$ cat src/design/stp_pkg.sv
// shared types, constants and helpers of the string to integer parser
package stp_pkg;

    // character codes
    localparam logic [7:0] CH_MINUS = 8'h2d;
    localparam logic [7:0] CH_PLUS  = 8'h2b;
    localparam logic [7:0] CH_LX    = 8'h78;
    localparam logic [7:0] CH_UX    = 8'h58;
    localparam logic [7:0] CH_0     = 8'h30;
    localparam logic [7:0] CH_9     = 8'h39;
    localparam logic [7:0] CH_LA    = 8'h61;
    localparam logic [7:0] CH_LZ    = 8'h7a;
    localparam logic [7:0] CH_UA    = 8'h41;
    localparam logic [7:0] CH_UZ    = 8'h5a;
    localparam logic [7:0] CH_SPACE = 8'h20;
    localparam logic [7:0] CH_TAB   = 8'h09;
    localparam logic [7:0] CH_LF    = 8'h0a;
    localparam logic [7:0] CH_VT    = 8'h0b;
    localparam logic [7:0] CH_FF    = 8'h0c;
    localparam logic [7:0] CH_CR    = 8'h0d;

    // digit values and bases
    localparam logic [5:0] NO_DIGIT   = 6'd36;
    localparam logic [5:0] BASE_AUTO  = 6'd0;
    localparam logic [5:0] BASE_ONE   = 6'd1;
    localparam logic [5:0] BASE_OCT   = 6'd8;
    localparam logic [5:0] BASE_DEC   = 6'd10;
    localparam logic [5:0] BASE_HEX   = 6'd16;
    localparam logic [5:0] BASE_MAX   = 6'd36;
    localparam logic [5:0] BASE_RESET = BASE_DEC;

    // limits
    localparam int unsigned DEF_MAX_LENGTH = 4095;
    localparam int unsigned OFF_MAX        = 4095;
    localparam int unsigned QUEUE_DEPTH    = 2;

    // register map
    localparam logic REG_NUMBER_BASE = 1'b0;

    // parser phases
    typedef enum logic [2:0] {
        PH_IDLE   = 3'd0,
        PH_SPACE  = 3'd1,
        PH_SIGN   = 3'd2,
        PH_ZERO   = 3'd3,
        PH_XPFX   = 3'd4,
        PH_DIGITS = 3'd5
    } phase_t;

    // input beat
    typedef struct packed {
        logic [7:0] char_code;
        logic       string_start;
    } in_beat_t;

    // result beat
    typedef struct packed {
        logic signed [63:0] parsed_value;
        logic [11:0]        end_offset;
    } out_beat_t;

    // classified character handed from front to back
    typedef struct packed {
        logic       start;
        logic [5:0] base;
        logic [5:0] digit;
        logic       is_space;
        logic       is_sign;
        logic       is_minus;
        logic       is_zero;
        logic       is_x;
    } class_t;

    // value of a character as a digit, NO_DIGIT if it is none
    function automatic logic [5:0] digit_of(input logic [7:0] c);
        logic [7:0] d;
        begin
            d = 8'(NO_DIGIT);
            if (c >= CH_0 && c <= CH_9)
            begin
                d = c - CH_0;
            end
            else if (c >= CH_LA && c <= CH_LZ)
            begin
                d = c - CH_LA + 8'(BASE_DEC);
            end
            else if (c >= CH_UA && c <= CH_UZ)
            begin
                d = c - CH_UA + 8'(BASE_DEC);
            end
            return d[5:0];
        end
    endfunction

endpackage

$ cat src/design/string_to_integer_parser_top.sv
// a result enters the result queue as the beat that ends its number is taken
// throughput: one character per cycle unless result queue is full; 64x6 bit multiply-accumulate
// a two-beat queue parts the classifier from the parser, another holds finished results
// reset (rst_n, asynchronous): parser idle, queues empty, number_base back to 10
// top level of the string to integer parser
module string_to_integer_parser_top
    import stp_pkg::*;
#(
    parameter int unsigned MAX_LENGTH = DEF_MAX_LENGTH
)
(
    input  logic        clk,
    input  logic        rst_n,
    input  logic        push,
    output logic        full,
    input  in_beat_t    item,
    output logic        empty,
    input  logic        pop,
    output out_beat_t   result,
    input  logic        psel,
    input  logic        penable,
    input  logic        pwrite,
    input  logic [2:0]  paddr,
    input  logic [31:0] pwdata,
    output logic [31:0] prdata,
    output logic        pready
);

    logic [5:0]                 number_base_reg;
    logic                       cls_empty;
    logic                       cls_pop;
    class_t                     cls_head;
    logic                       res_full;
    logic                       res_push;
    out_beat_t                  res_beat;
    logic [$bits(out_beat_t)-1:0] res_bits;

    // configuration port
    assign pready = 1'b1;
    assign prdata = (paddr[2] == REG_NUMBER_BASE) ? 32'(number_base_reg) : '0;

    always_ff @(posedge clk or negedge rst_n)
    begin
        if (!rst_n)
        begin
            number_base_reg <= BASE_RESET;
        end
        else if (psel && penable && pwrite && pready && paddr[2] == REG_NUMBER_BASE)
        begin
            number_base_reg <= pwdata[5:0];
        end
    end

    // classifier and input queue
    stp_front u_front (
        .clk         (clk),
        .rst_n       (rst_n),
        .push        (push),
        .full        (full),
        .item        (item),
        .number_base (number_base_reg),
        .cls_pop     (cls_pop),
        .cls_empty   (cls_empty),
        .cls_head    (cls_head)
    );

    // parser
    stp_back #(
        .MAX_LENGTH (MAX_LENGTH)
    ) u_back (
        .clk       (clk),
        .rst_n     (rst_n),
        .cls_empty (cls_empty),
        .cls_head  (cls_head),
        .cls_pop   (cls_pop),
        .res_full  (res_full),
        .res_push  (res_push),
        .res_beat  (res_beat)
    );

    // result queue
    stp_fifo #(
        .WIDTH ($bits(out_beat_t)),
        .DEPTH (QUEUE_DEPTH)
    ) u_res_fifo (
        .clk   (clk),
        .rst_n (rst_n),
        .push  (res_push),
        .full  (res_full),
        .wdata (res_beat),
        .pop   (pop),
        .empty (empty),
        .rdata (res_bits)
    );

    assign result = out_beat_t'(res_bits);

endmodule

$ cat src/design/stp_fifo.sv
// small register queue with push/full and pop/empty sides
module stp_fifo
    import stp_pkg::*;
#(
    parameter int unsigned WIDTH = 8,
    parameter int unsigned DEPTH = QUEUE_DEPTH
)
(
    input  logic             clk,
    input  logic             rst_n,
    input  logic             push,
    output logic             full,
    input  logic [WIDTH-1:0] wdata,
    input  logic             pop,
    output logic             empty,
    output logic [WIDTH-1:0] rdata
);

    localparam int unsigned PTR_W = (DEPTH > 1) ? $clog2(DEPTH) : 1;
    localparam int unsigned CNT_W = $clog2(DEPTH + 1);

    logic [WIDTH-1:0] mem_reg [DEPTH];
    logic [PTR_W-1:0] wr_ptr_reg, wr_ptr_next;
    logic [PTR_W-1:0] rd_ptr_reg, rd_ptr_next;
    logic [CNT_W-1:0] count_reg, count_next;
    logic             do_push;
    logic             do_pop;

    // status and head of queue
    assign full    = (count_reg == CNT_W'(DEPTH));
    assign empty   = (count_reg == '0);
    assign rdata   = mem_reg[rd_ptr_reg];
    assign do_push = push && !full;
    assign do_pop  = pop && !empty;

    // pointer and count update
    always_comb
    begin
        wr_ptr_next = wr_ptr_reg;
        rd_ptr_next = rd_ptr_reg;
        count_next  = count_reg;
        if (do_push)
        begin
            wr_ptr_next = (wr_ptr_reg == PTR_W'(DEPTH - 1)) ? '0 : wr_ptr_reg + 1'b1;
        end
        if (do_pop)
        begin
            rd_ptr_next = (rd_ptr_reg == PTR_W'(DEPTH - 1)) ? '0 : rd_ptr_reg + 1'b1;
        end
        if (do_push && !do_pop)
        begin
            count_next = count_reg + 1'b1;
        end
        else if (do_pop && !do_push)
        begin
            count_next = count_reg - 1'b1;
        end
    end

    // control registers
    always_ff @(posedge clk or negedge rst_n)
    begin
        if (!rst_n)
        begin
            wr_ptr_reg <= '0;
            rd_ptr_reg <= '0;
            count_reg  <= '0;
        end
        else
        begin
            wr_ptr_reg <= wr_ptr_next;
            rd_ptr_reg <= rd_ptr_next;
            count_reg  <= count_next;
        end
    end

    // storage
    always_ff @(posedge clk)
    begin
        if (do_push)
        begin
            mem_reg[wr_ptr_reg] <= wdata;
        end
    end

endmodule

$ cat src/design/stp_front.sv
// front part: classifies each character and queues it for the parser
module stp_front
    import stp_pkg::*;
(
    input  logic       clk,
    input  logic       rst_n,
    input  logic       push,
    output logic       full,
    input  in_beat_t   item,
    input  logic [5:0] number_base,
    input  logic       cls_pop,
    output logic       cls_empty,
    output class_t     cls_head
);

    class_t cls;
    logic [$bits(class_t)-1:0] head_bits;

    // character classification, base sampled with the beat
    always_comb
    begin
        cls.start    = item.string_start;
        cls.base     = number_base;
        cls.digit    = digit_of(item.char_code);
        cls.is_space = (item.char_code inside {CH_SPACE, CH_TAB, CH_LF, CH_VT, CH_FF, CH_CR});
        cls.is_sign  = (item.char_code == CH_MINUS) || (item.char_code == CH_PLUS);
        cls.is_minus = (item.char_code == CH_MINUS);
        cls.is_zero  = (item.char_code == CH_0);
        cls.is_x     = (item.char_code == CH_LX) || (item.char_code == CH_UX);
    end

    // queue between front and back
    stp_fifo #(
        .WIDTH ($bits(class_t)),
        .DEPTH (QUEUE_DEPTH)
    ) u_cls_fifo (
        .clk   (clk),
        .rst_n (rst_n),
        .push  (push),
        .full  (full),
        .wdata (cls),
        .pop   (cls_pop),
        .empty (cls_empty),
        .rdata (head_bits)
    );

    assign cls_head = class_t'(head_bits);

endmodule

$ cat src/design/stp_back.sv
// back part: parser state machine with multiply-accumulate
module stp_back
    import stp_pkg::*;
#(
    parameter int unsigned MAX_LENGTH = DEF_MAX_LENGTH
)
(
    input  logic      clk,
    input  logic      rst_n,
    input  logic      cls_empty,
    input  class_t    cls_head,
    output logic      cls_pop,
    input  logic      res_full,
    output logic      res_push,
    output out_beat_t res_beat
);

    localparam int unsigned CNT_W = $clog2(MAX_LENGTH + 1);
    localparam int unsigned CMP_W = (CNT_W > 12) ? CNT_W : 12;

    phase_t             phase_reg, phase_next;
    logic [5:0]         base_reg, base_next;
    logic               neg_reg, neg_next;
    logic [63:0]        acc_reg, acc_next;
    logic [CNT_W-1:0]   cnt_reg, cnt_next;

    phase_t             cur_phase;
    logic [5:0]         cur_base;
    logic               cur_neg;
    logic [63:0]        cur_acc;
    logic [CNT_W-1:0]   cur_cnt;
    logic [CNT_W-1:0]   inc1;
    logic [CNT_W-1:0]   inc2;
    logic [5:0]         body_base;
    logic [5:0]         oct_base;
    logic [63:0]        mac;
    logic               go;
    logic               res_fire;
    logic [63:0]        res_value;
    logic [CNT_W-1:0]   res_cnt;
    logic [CMP_W-1:0]   cnt_ext;

    function automatic logic [CNT_W-1:0] sat_inc(input logic [CNT_W-1:0] c);
        begin
            return (c < CNT_W'(MAX_LENGTH)) ? c + 1'b1 : c;
        end
    endfunction

    assign go      = !cls_empty && !res_full;
    assign cls_pop = go;

    // state as seen by this beat, after a possible restart
    always_comb
    begin
        cur_phase = phase_reg;
        cur_base  = base_reg;
        cur_neg   = neg_reg;
        cur_acc   = acc_reg;
        cur_cnt   = cnt_reg;
        if (cls_head.start)
        begin
            cur_phase = PH_SPACE;
            cur_base  = cls_head.base;
            cur_neg   = 1'b0;
            cur_acc   = '0;
            cur_cnt   = '0;
        end
    end

    // shared arithmetic
    assign inc1      = sat_inc(cur_cnt);
    assign inc2      = sat_inc(inc1);
    assign body_base = (cur_base == BASE_AUTO) ? BASE_DEC : cur_base;
    assign oct_base  = (cur_base == BASE_AUTO) ? BASE_OCT : cur_base;
    assign mac       = acc_reg * 64'(base_reg) + 64'(cls_head.digit);

    // next state and results
    always_comb
    begin
        phase_next = phase_reg;
        base_next  = base_reg;
        neg_next   = neg_reg;
        acc_next   = acc_reg;
        cnt_next   = cnt_reg;
        res_fire   = 1'b0;
        res_value  = '0;
        res_cnt    = '0;
        if (go)
        begin
            phase_next = cur_phase;
            base_next  = cur_base;
            neg_next   = cur_neg;
            acc_next   = cur_acc;
            cnt_next   = cur_cnt;
            if (cls_head.start && (cls_head.base == BASE_ONE || cls_head.base > BASE_MAX))
            begin
                // unusable base: empty result, rest of string ignored
                res_fire   = 1'b1;
                phase_next = PH_IDLE;
            end
            else
            begin
                case (cur_phase)
                    PH_SPACE, PH_SIGN:
                    begin
                        if (cur_phase == PH_SPACE && cls_head.is_space)
                        begin
                            cnt_next = inc1;
                        end
                        else if (cur_phase == PH_SPACE && cls_head.is_sign)
                        begin
                            neg_next   = cls_head.is_minus;
                            cnt_next   = inc1;
                            phase_next = PH_SIGN;
                        end
                        else if ((cur_base == BASE_AUTO || cur_base == BASE_HEX)
                                 && cls_head.is_zero)
                        begin
                            acc_next   = '0;
                            cnt_next   = inc1;
                            phase_next = PH_ZERO;
                        end
                        else if (cls_head.digit < body_base)
                        begin
                            base_next  = body_base;
                            acc_next   = 64'(cls_head.digit);
                            cnt_next   = inc1;
                            phase_next = PH_DIGITS;
                        end
                        else
                        begin
                            // no digits at all
                            base_next  = body_base;
                            res_fire   = 1'b1;
                            phase_next = PH_IDLE;
                        end
                    end
                    PH_ZERO:
                    begin
                        if (cls_head.is_x)
                        begin
                            base_next  = BASE_HEX;
                            phase_next = PH_XPFX;
                        end
                        else if (cls_head.digit < oct_base)
                        begin
                            // accumulator is zero here, so the value is the digit
                            base_next  = oct_base;
                            acc_next   = 64'(cls_head.digit);
                            cnt_next   = inc1;
                            phase_next = PH_DIGITS;
                        end
                        else
                        begin
                            base_next  = oct_base;
                            res_fire   = 1'b1;
                            res_value  = '0;
                            res_cnt    = cur_cnt;
                            phase_next = PH_IDLE;
                        end
                    end
                    PH_XPFX:
                    begin
                        if (cls_head.digit < BASE_HEX)
                        begin
                            acc_next   = 64'(cls_head.digit);
                            cnt_next   = inc2;
                            phase_next = PH_DIGITS;
                        end
                        else
                        begin
                            // prefix without a hex digit ends just past the zero
                            res_fire   = 1'b1;
                            res_cnt    = cur_cnt;
                            phase_next = PH_IDLE;
                        end
                    end
                    PH_DIGITS:
                    begin
                        if (cls_head.digit < cur_base)
                        begin
                            acc_next = mac;
                            cnt_next = inc1;
                        end
                        else
                        begin
                            res_fire   = 1'b1;
                            res_value  = cur_neg ? (64'd0 - cur_acc) : cur_acc;
                            res_cnt    = cur_cnt;
                            phase_next = PH_IDLE;
                        end
                    end
                    default:
                    begin
                        phase_next = PH_IDLE;
                    end
                endcase
            end
        end
    end

    // result beat with saturated offset
    assign cnt_ext                = CMP_W'(res_cnt);
    assign res_push               = res_fire;
    assign res_beat.parsed_value  = res_value;
    assign res_beat.end_offset    = (cnt_ext > CMP_W'(OFF_MAX)) ? 12'(OFF_MAX) : 12'(cnt_ext);

    // parser state
    always_ff @(posedge clk or negedge rst_n)
    begin
        if (!rst_n)
        begin
            phase_reg <= PH_IDLE;
            base_reg  <= '0;
            neg_reg   <= 1'b0;
            acc_reg   <= '0;
            cnt_reg   <= '0;
        end
        else
        begin
            phase_reg <= phase_next;
            base_reg  <= base_next;
            neg_reg   <= neg_next;
            acc_reg   <= acc_next;
            cnt_reg   <= cnt_next;
        end
    end

endmodule

$ cat config.mk
export PLATFORM = sky130hd
export DESIGN_NAME = string_to_integer_parser_top
export DESIGN_NICKNAME = d
export VERILOG_FILES = /design/src/design/stp_pkg.sv /design/src/design/string_to_integer_parser_top.sv /design/src/design/stp_fifo.sv /design/src/design/stp_front.sv /design/src/design/stp_back.sv
export SDC_FILE = /design/constraint.sdc
export NUM_CORES = 2
export LEC_CHECK = 0
export BUFFER_PORTS_ARGS = -buffer_cell sky130_fd_sc_hd__clkbuf_2
export CORE_MARGIN = 1.5
export CORE_UTILIZATION = 35
export DETAILED_ROUTE_END_ITERATION = 12
export PLACE_DENSITY = 0.56
export REMOVE_ABC_BUFFERS = 1
export SETUP_SLACK_MARGIN = 0.3
export SYNTH_ARGS = -nofsm -noshare
export SYNTH_HDL_FRONTEND = slang
export SYNTH_SLANG_ARGS = --single-unit
$ cat constraint.sdc
create_clock -name clk -period 7.7 [get_ports clk]
set_clock_uncertainty 0.2 [all_clocks]
set_input_delay 0.77 -clock clk [delete_from_list [all_inputs] [get_ports clk]]
set_output_delay 0.77 -clock clk [all_outputs]
set_load 0.01 [all_outputs]
* Word-level counts from Yosys, hierarchy flattened
Memories as Yosys holds them, arrays and structs flattened. Index checks and enable logic that the tools add are counted.
Storage, ports and cells: memory bits (writable) 188, register bits 100, output and inout bits 111, bits of input ports 51, memories kept 2, logic and storage cells 194
Operators by class: $mul 1, add/subtract/negate cells 17, bitwise gates (word level) 1, reductions and logical operators 38, order comparisons 14, eq/ne operators 20, multiplexer cells 89
Memories:
- u_res_fifo.mem_reg | depth 2, width 76, read ports 1, clocked after memory_dff 0, wr ports 1, line stp_fifo.sv:22 | logic [WIDTH-1:0] mem_reg [DEPTH];
- u_front.u_cls_fifo.mem_reg | depth 2, width 18, read ports 1, clocked after memory_dff 0, wr ports 1, line stp_fifo.sv:22
Operators by type and width (number):
- 64-bit 2-to-1 mux | 15
- 64-bit one-hot mux with 4 select lines | 1
- 12-bit 2-to-1 mux | 19
- 6-bit 2-to-1 mux | 12
- 64-bit by 6-bit adder with 64-bit output | 1
- 64-bit by 6-bit multiplier with 64-bit output | 1
- 1-bit by 64-bit subtractor with 64-bit output (first input constant) | 1
- 12-bit one-hot mux with 4 select lines | 1
- 8-bit by 4-bit equality test with 1-bit output (second input constant) | 5
- 12-bit one-hot mux with 3 select lines | 1
- 8-bit by 6-bit equality test with 1-bit output (second input constant) | 4
- 3-bit 2-to-1 mux | 10
- 12-bit by 1-bit adder with 12-bit output (second input constant) | 2
- 12-bit < comparator (second input constant) | 2
- 1-bit 2-to-1 mux | 23
- 1-bit logical AND | 19
- 6-bit < comparator | 3
- 8-bit by 7-bit equality test with 1-bit output (second input constant) | 2
- 8-bit by 7-bit greater-or-equal comparator with 1-bit output (second input constant) | 2
- 8-bit by 7-bit <= comparator with 1-bit output (second input constant) | 2
- 6-bit by 4-bit adder with 6-bit output (second input constant) | 2
- 12-bit > comparator (second input constant) | 1
- 3-bit one-hot mux with 4 select lines | 1
- 6-bit one-hot mux with 2 select lines | 1
- 25 further kinds | 49

* Logic depth before layout (Yosys ltp)
An unclocked memory read counts as a cell.
word-level depth 17, mapped depth 22, mapped depth without buffers 20

* By module
Synthesis repeated with hierarchy kept, for this count alone.
Second synthesis, totals: cells, all modules 2720, area, all modules 27294.9 um^2
By module, submodules not included:
- stp_back | cells an instance 2266, area an instance 18909.4 um^2, times used 1, sequential area each 2152.1 um^2
- stp_fifo at u_res_fifo | cells an instance 256, area an instance 5816.8 um^2, times used 1, sequential area each 4664.5 um^2
- stp_fifo at u_front.u_cls_fifo | cells an instance 75, area an instance 1545.2 um^2, times used 1, sequential area each 1181.1 um^2
- stp_front | cells an instance 75, area an instance 516.7 um^2, times used 1, sequential area each 0.0 um^2
- string_to_integer_parser_top | cells an instance 48, area an instance 506.7 um^2, times used 1, sequential area each 152.6 um^2

* Least setup slack after synthesis
No wires, ideal clock.
path kind reg2reg, start point reg u_front.u_cls_fifo.rd_ptr_reg, end point mem u_res_fifo.mem_reg[0][0] in the netlist's numbering, enable pin, stages on the path, launching flop included 15, setup slack 95 ps, setup time 520 ps, arrival time 6885 ps, period minus slack after synthesis 7605 ps, cells stage by stage dfrtp_1 -> buf_6 -> mux2i_4 -> clkbuf_1 -> clkbuf_1 -> clkbuf_1 -> clkbuf_1 -> buf_1 -> a221oi_1 -> ha_1 -> nand4_1 -> o21ai_0 -> nand3_1 -> a31oi_1 -> nor2b_1
On the way: longest elaborated chain between the ends 15
Ends and longest elaborated chain:
- from (decl) | line stp_fifo.sv:24 | logic [PTR_W-1:0] rd_ptr_reg, rd_ptr_next;
- from (signal assigned) | line stp_fifo.sv:72 | rd_ptr_reg <= rd_ptr_next;
- memory 2 x 18 bit (*)
- 6-bit 2-to-1 mux | line stp_back.sv:60 | if (cls_head.start)
- 6-bit zero test | line stp_back.sv:73, stp_back.sv:74, stp_back.sv:116
- 6-bit 2-to-1 mux | line stp_back.sv:73 | assign body_base = (cur_base == BASE_AUTO) ? BASE_DEC : cur_base;
- 6-bit < comparator | line stp_back.sv:123 | else if (cls_head.digit < body_base)
- 1-bit 2-to-1 mux | line stp_back.sv:123
- 1-bit 2-to-1 mux | line stp_back.sv:116 | else if ((cur_base == BASE_AUTO || cur_base == BASE_HEX)
- 1-bit 2-to-1 mux | line stp_back.sv:110 | else if (cur_phase == PH_SPACE && cls_head.is_sign)
- 1-bit 2-to-1 mux | line stp_back.sv:106 | if (cur_phase == PH_SPACE && cls_head.is_space)
- 1-bit one-hot mux with 4 select lines | line stp_back.sv:103 | case (cur_phase)
- 1-bit 2-to-1 mux (*) | line stp_back.sv:95 | if (cls_head.start && (cls_head.base == BASE_ONE || cls_head.base > BASE_MAX))
- 1-bit 2-to-1 mux (*) | line stp_back.sv:88 | if (go)
- 1-bit logical AND (*) | line stp_fifo.sv:33 | assign do_push = push && !full;
- via u_res_fifo.do_push | line stp_fifo.sv:26 | logic do_push;
- 1-bit 2-to-1 mux (*) | line stp_fifo.sv:80 | if (do_push)
- 1-bit 2-to-1 mux (not written as such) (*) | line stp_fifo.sv:82 | mem_reg[wr_ptr_reg] <= wdata;
- to (decl) | line stp_fifo.sv:22
Mark *: on every way through the listed nets, which the timed path passes. The rest lies on a longest branch.

* Final worst setup path
start point reg u_back.base_reg[1], end point reg u_back.acc_reg[58]
On the way: longest elaborated chain between the ends 10
Ends and longest elaborated chain:
- from (decl) | line stp_back.sv:22 | logic [5:0] base_reg, base_next;
- from (signal assigned) | line stp_back.sv:222 | base_reg <= base_next;
- parallel branches: the longest is 8 deep, another holds 64-bit by 6-bit multiplier with 64-bit output
- 64-bit one-hot mux with 4 select lines (*) | line stp_back.sv:103
- 64-bit 2-to-1 mux (*) | line stp_back.sv:95
- to (signal assigned) | line stp_back.sv:224 | acc_reg <= acc_next;
- to (decl) | line stp_back.sv:24 | logic [63:0] acc_reg, acc_next;
Every way passes the cells marked *. A chain may end at the register's enable or synchronous reset.

==> flow_summary.toml <==
[sta]
setup_viol = 0
timing.final.ws_setup_ns = 1.05
hold_viol = 0
fin_crit_sh = 0.863
finalCriticalPeriod_ns = 6.65
relSlewSlack = 0.257
tightest_slew_ns = 1.11
max_freq_ghz = 0.150
final_max_slew_viol_count = 0
tns_ns = 0
rsz0062_at_grt = "no"

[clock_tree]
numCtsBuffers = 37
cts_tree = "done"
holdBufCountCts = 0
cts_root_buf = "clkbuf_16"
clock_latency_ns = 0.58
cts_setup_buffers = 0
clk_pin_slew_ns = 0.06
cts_buffer_depth = 3
cts_resized = 0
cts.sinks = 288
cts_htree_levels = 2

[synthesis]
syn_area_per_cell_sq_um = 9.98
synthTopCellsByCount = "and2_1 (340), fa_1 (240), nand2_1 (228), edfxtp_1 (188), nor2_1 (164)"
yosys.cell_count.top_type = "and2_1"
yosysTopAreaCell = "edfxtp_1"
synth_edf_count = 188
async_reset_ff_frac = 0.347
ys_types = 95
ys.flop_type = "edfxtp_1"
yosysWarnings = 0
yosys.area.top_type_share = 0.210
syn_area_sq_um = 26900
yosysSeqAreaShare = 0.303
netlist_top_cells_area = "edfxtp_1 (21%), fa_1 (18%), dfrtp_1 (9.1%)"
syn-instance-count = 2693
synth-seq-cells = 288

[floorplan]
fp.dieArea_sq_um = 78500
core_sq_um = 75900
std_cell_rows = 101
pin_count = 162
start_util = 0.354
die_w_um = 280
chipHeight_um = 280

[place]
place_ws_ns = 1.12
post-dp-hpwl_um = 50400
dpl.cell_count = 3678
gp_congestion = 0.892
port_buffers = 106
dpl_cell_area_sq_um = 28200

[global_routing]
grt_max_degree = 77
overflow = 0
grt_use_total = 0.185
grt_pass1_wl_um = 116000
grt_pass1_vias = 21100
antenna_found_initial = 2

[finish]
nNetsFinal = 3131
layout-drive-gt1-share = 0.124
n_antenna_cell = 0
final_cells = 3745
post-route-util = 0.386
area_growth_pct = 9.06
postLayoutCellArea_sq_um = 29300
largest_reg_flops = 152

[detailed_routing]
vias = 19800
drt_pass1_iterations = 5
drt-total-wl_um = 71300
drc = 0
wl_per_cell_um = 19.0
via_per_inst = 5.28
ant_nets = 0
drt_first_iter_violations = 1151

[worst_setup_path]
arrival_ns = 6.87
worstSetupEndpointType = "flip-flop"
start_kind = "flip-flop"
required_ns = 7.92
reg2reg_depth = 18
cp_max_fo = 38
worstSetupPathType = "reg2reg"

[job]
max_cap_violations = 0

[worst_hold_path]
min_path_type = "in2async"

[pwr]
p_leak_uw = 0.0134
powerDensity_nw_per_um2 = 253
irDropWorstVdd_mv = 0.230

[outcome]
status = "finished, final reports clean"
-- cell usage in the layout, fill, tap and decap left out, types with 7 or more instances in the layout --
| master | count |
|---|---|
| and2_1 | 339 |
| o21ai_1 | 7 |
| xor2_1 | 84 |
| or2_2 | 8 |
| or3_1 | 19 |
| nand2_1 | 228 |
| edfxtp_1 | 188 |
| clkbuf_16 | 37 |
| nor3_1 | 38 |
| a21oi_1 | 116 |
| a22o_1 | 22 |
| dfrtp_1 | 97 |
| fa_1 | 240 |
| nor4_1 | 7 |
| nand2b_1 | 13 |
| o21bai_1 | 16 |
| mux2i_1 | 15 |
| o21ai_0 | 140 |
| nor2b_1 | 17 |
| o211ai_1 | 9 |
| a32o_1 | 8 |
| conb_1 | 27 |
| a31oi_1 | 23 |
| a21o_1 | 45 |
| nand4_1 | 18 |
| nor2_1 | 164 |
| xnor2_1 | 58 |
| o31ai_1 | 32 |
| nand3_1 | 33 |
| ha_1 | 153 |
| buf_4 | 32 |
| and3_1 | 18 |
| inv_1 | 95 |
| a221oi_1 | 7 |
| clkbuf_2 | 105 |
| o21a_1 | 7 |
| a211oi_1 | 13 |
| mux2_2 | 91 |
| a22oi_1 | 7 |
-- final timing paths --
check                                              startpoint                                end  slack (ns)
worst min register to register  u_front.u_cls_fifo.wr_ptr_reg      u_front.u_cls_fifo.wr_ptr_reg        0.29
worst max register to register             u_back.base_reg[1]                 u_back.acc_reg[58]        1.05
worst min-delay path                                    rst_n                  u_back.cnt_reg[6]       0.003
max in group asynchronous                               rst_n              u_res_fifo.wr_ptr_reg        5.94
worst max-delay path                       u_back.base_reg[1]                 u_back.acc_reg[58]        1.05
min in group clk                                      item[0]  u_front.u_cls_fifo.mem_reg[1][17]        0.22
-- area by class of cell --
class	count	area, sq um
clock buffer	48	1020
fill	7522	46600
tap	1030	1290
sequential	288	8150
timing repair buffer	138	786
multi-input combinational	2127	17600
clock inverter	19	143
inverter	95	357
-- worst max-delay path, stage by stage (launching register included) --
cell,delay (ns)
dfrtp_1,1.05
buf_4,0.56
and2_1,0.24
fa_1,0.45
fa_1,0.57
fa_1,0.43
ha_1,0.29
ha_1,0.39
and4_1,0.26
and3_1,0.24
a21oi_1,0.13
o21ai_0,0.20
a221oi_1,0.35
o31ai_1,0.12
buf_4,0.17
a2111oi_0,0.43
nor2_1,0.12
xnor2_1,0.18
o21ai_0,0.10
-- report_power, final --
part | switching, uW | leakage (uW) | internal, uW
sequential | 252 | 0.00312 | 2150
clock | 715 | 0.000557 | 943
combinational | 2230 | 0.00970 | 1120
-- per-stage QoR --
stage               total power [uW]  hold slack [ns]
finish                          7410          0.00321
global route                    7910           0.0335
CTS                             7520          0.00311
detailed placement              5810            0.284
global placement                5750            0.278
floorplan                       4430            0.251
-- layer usage --
| layer | wire [um] | part of all wire | GRT usage | up-vias |
|---|---|---|---|---|
| li1 | - | - | - | 9222 |
| met1 | 32400 | 0.45 | 0.247 | 9950 |
| met2 | 33600 | 0.47 | 0.309 | 503 |
| met3 | 3400 | 0.048 | 0.0260 | 106 |
| met4 | 1870 | 0.026 | 0.0556 | 0 |
| met5 | 0 | 0 | 0 | - |
-- cell families after synthesis --
| logic type | Yosys count | synth area share |
|---|---|---|
| multiplexers | 109 | 0.0455 |
| flip-flops | 288 | 0.303 |
| AO/OA/AOI/OAI | 511 | 0.123 |
| buffers and inverters | 303 | 0.0476 |
| XOR/XNOR | 142 | 0.0463 |
| AND/OR/NAND/NOR | 945 | 0.184 |
| other | 2 | 0.000279 |
| adder cells (fa/ha/maj) | 393 | 0.250 |
(Power assumes the default switching activity.)
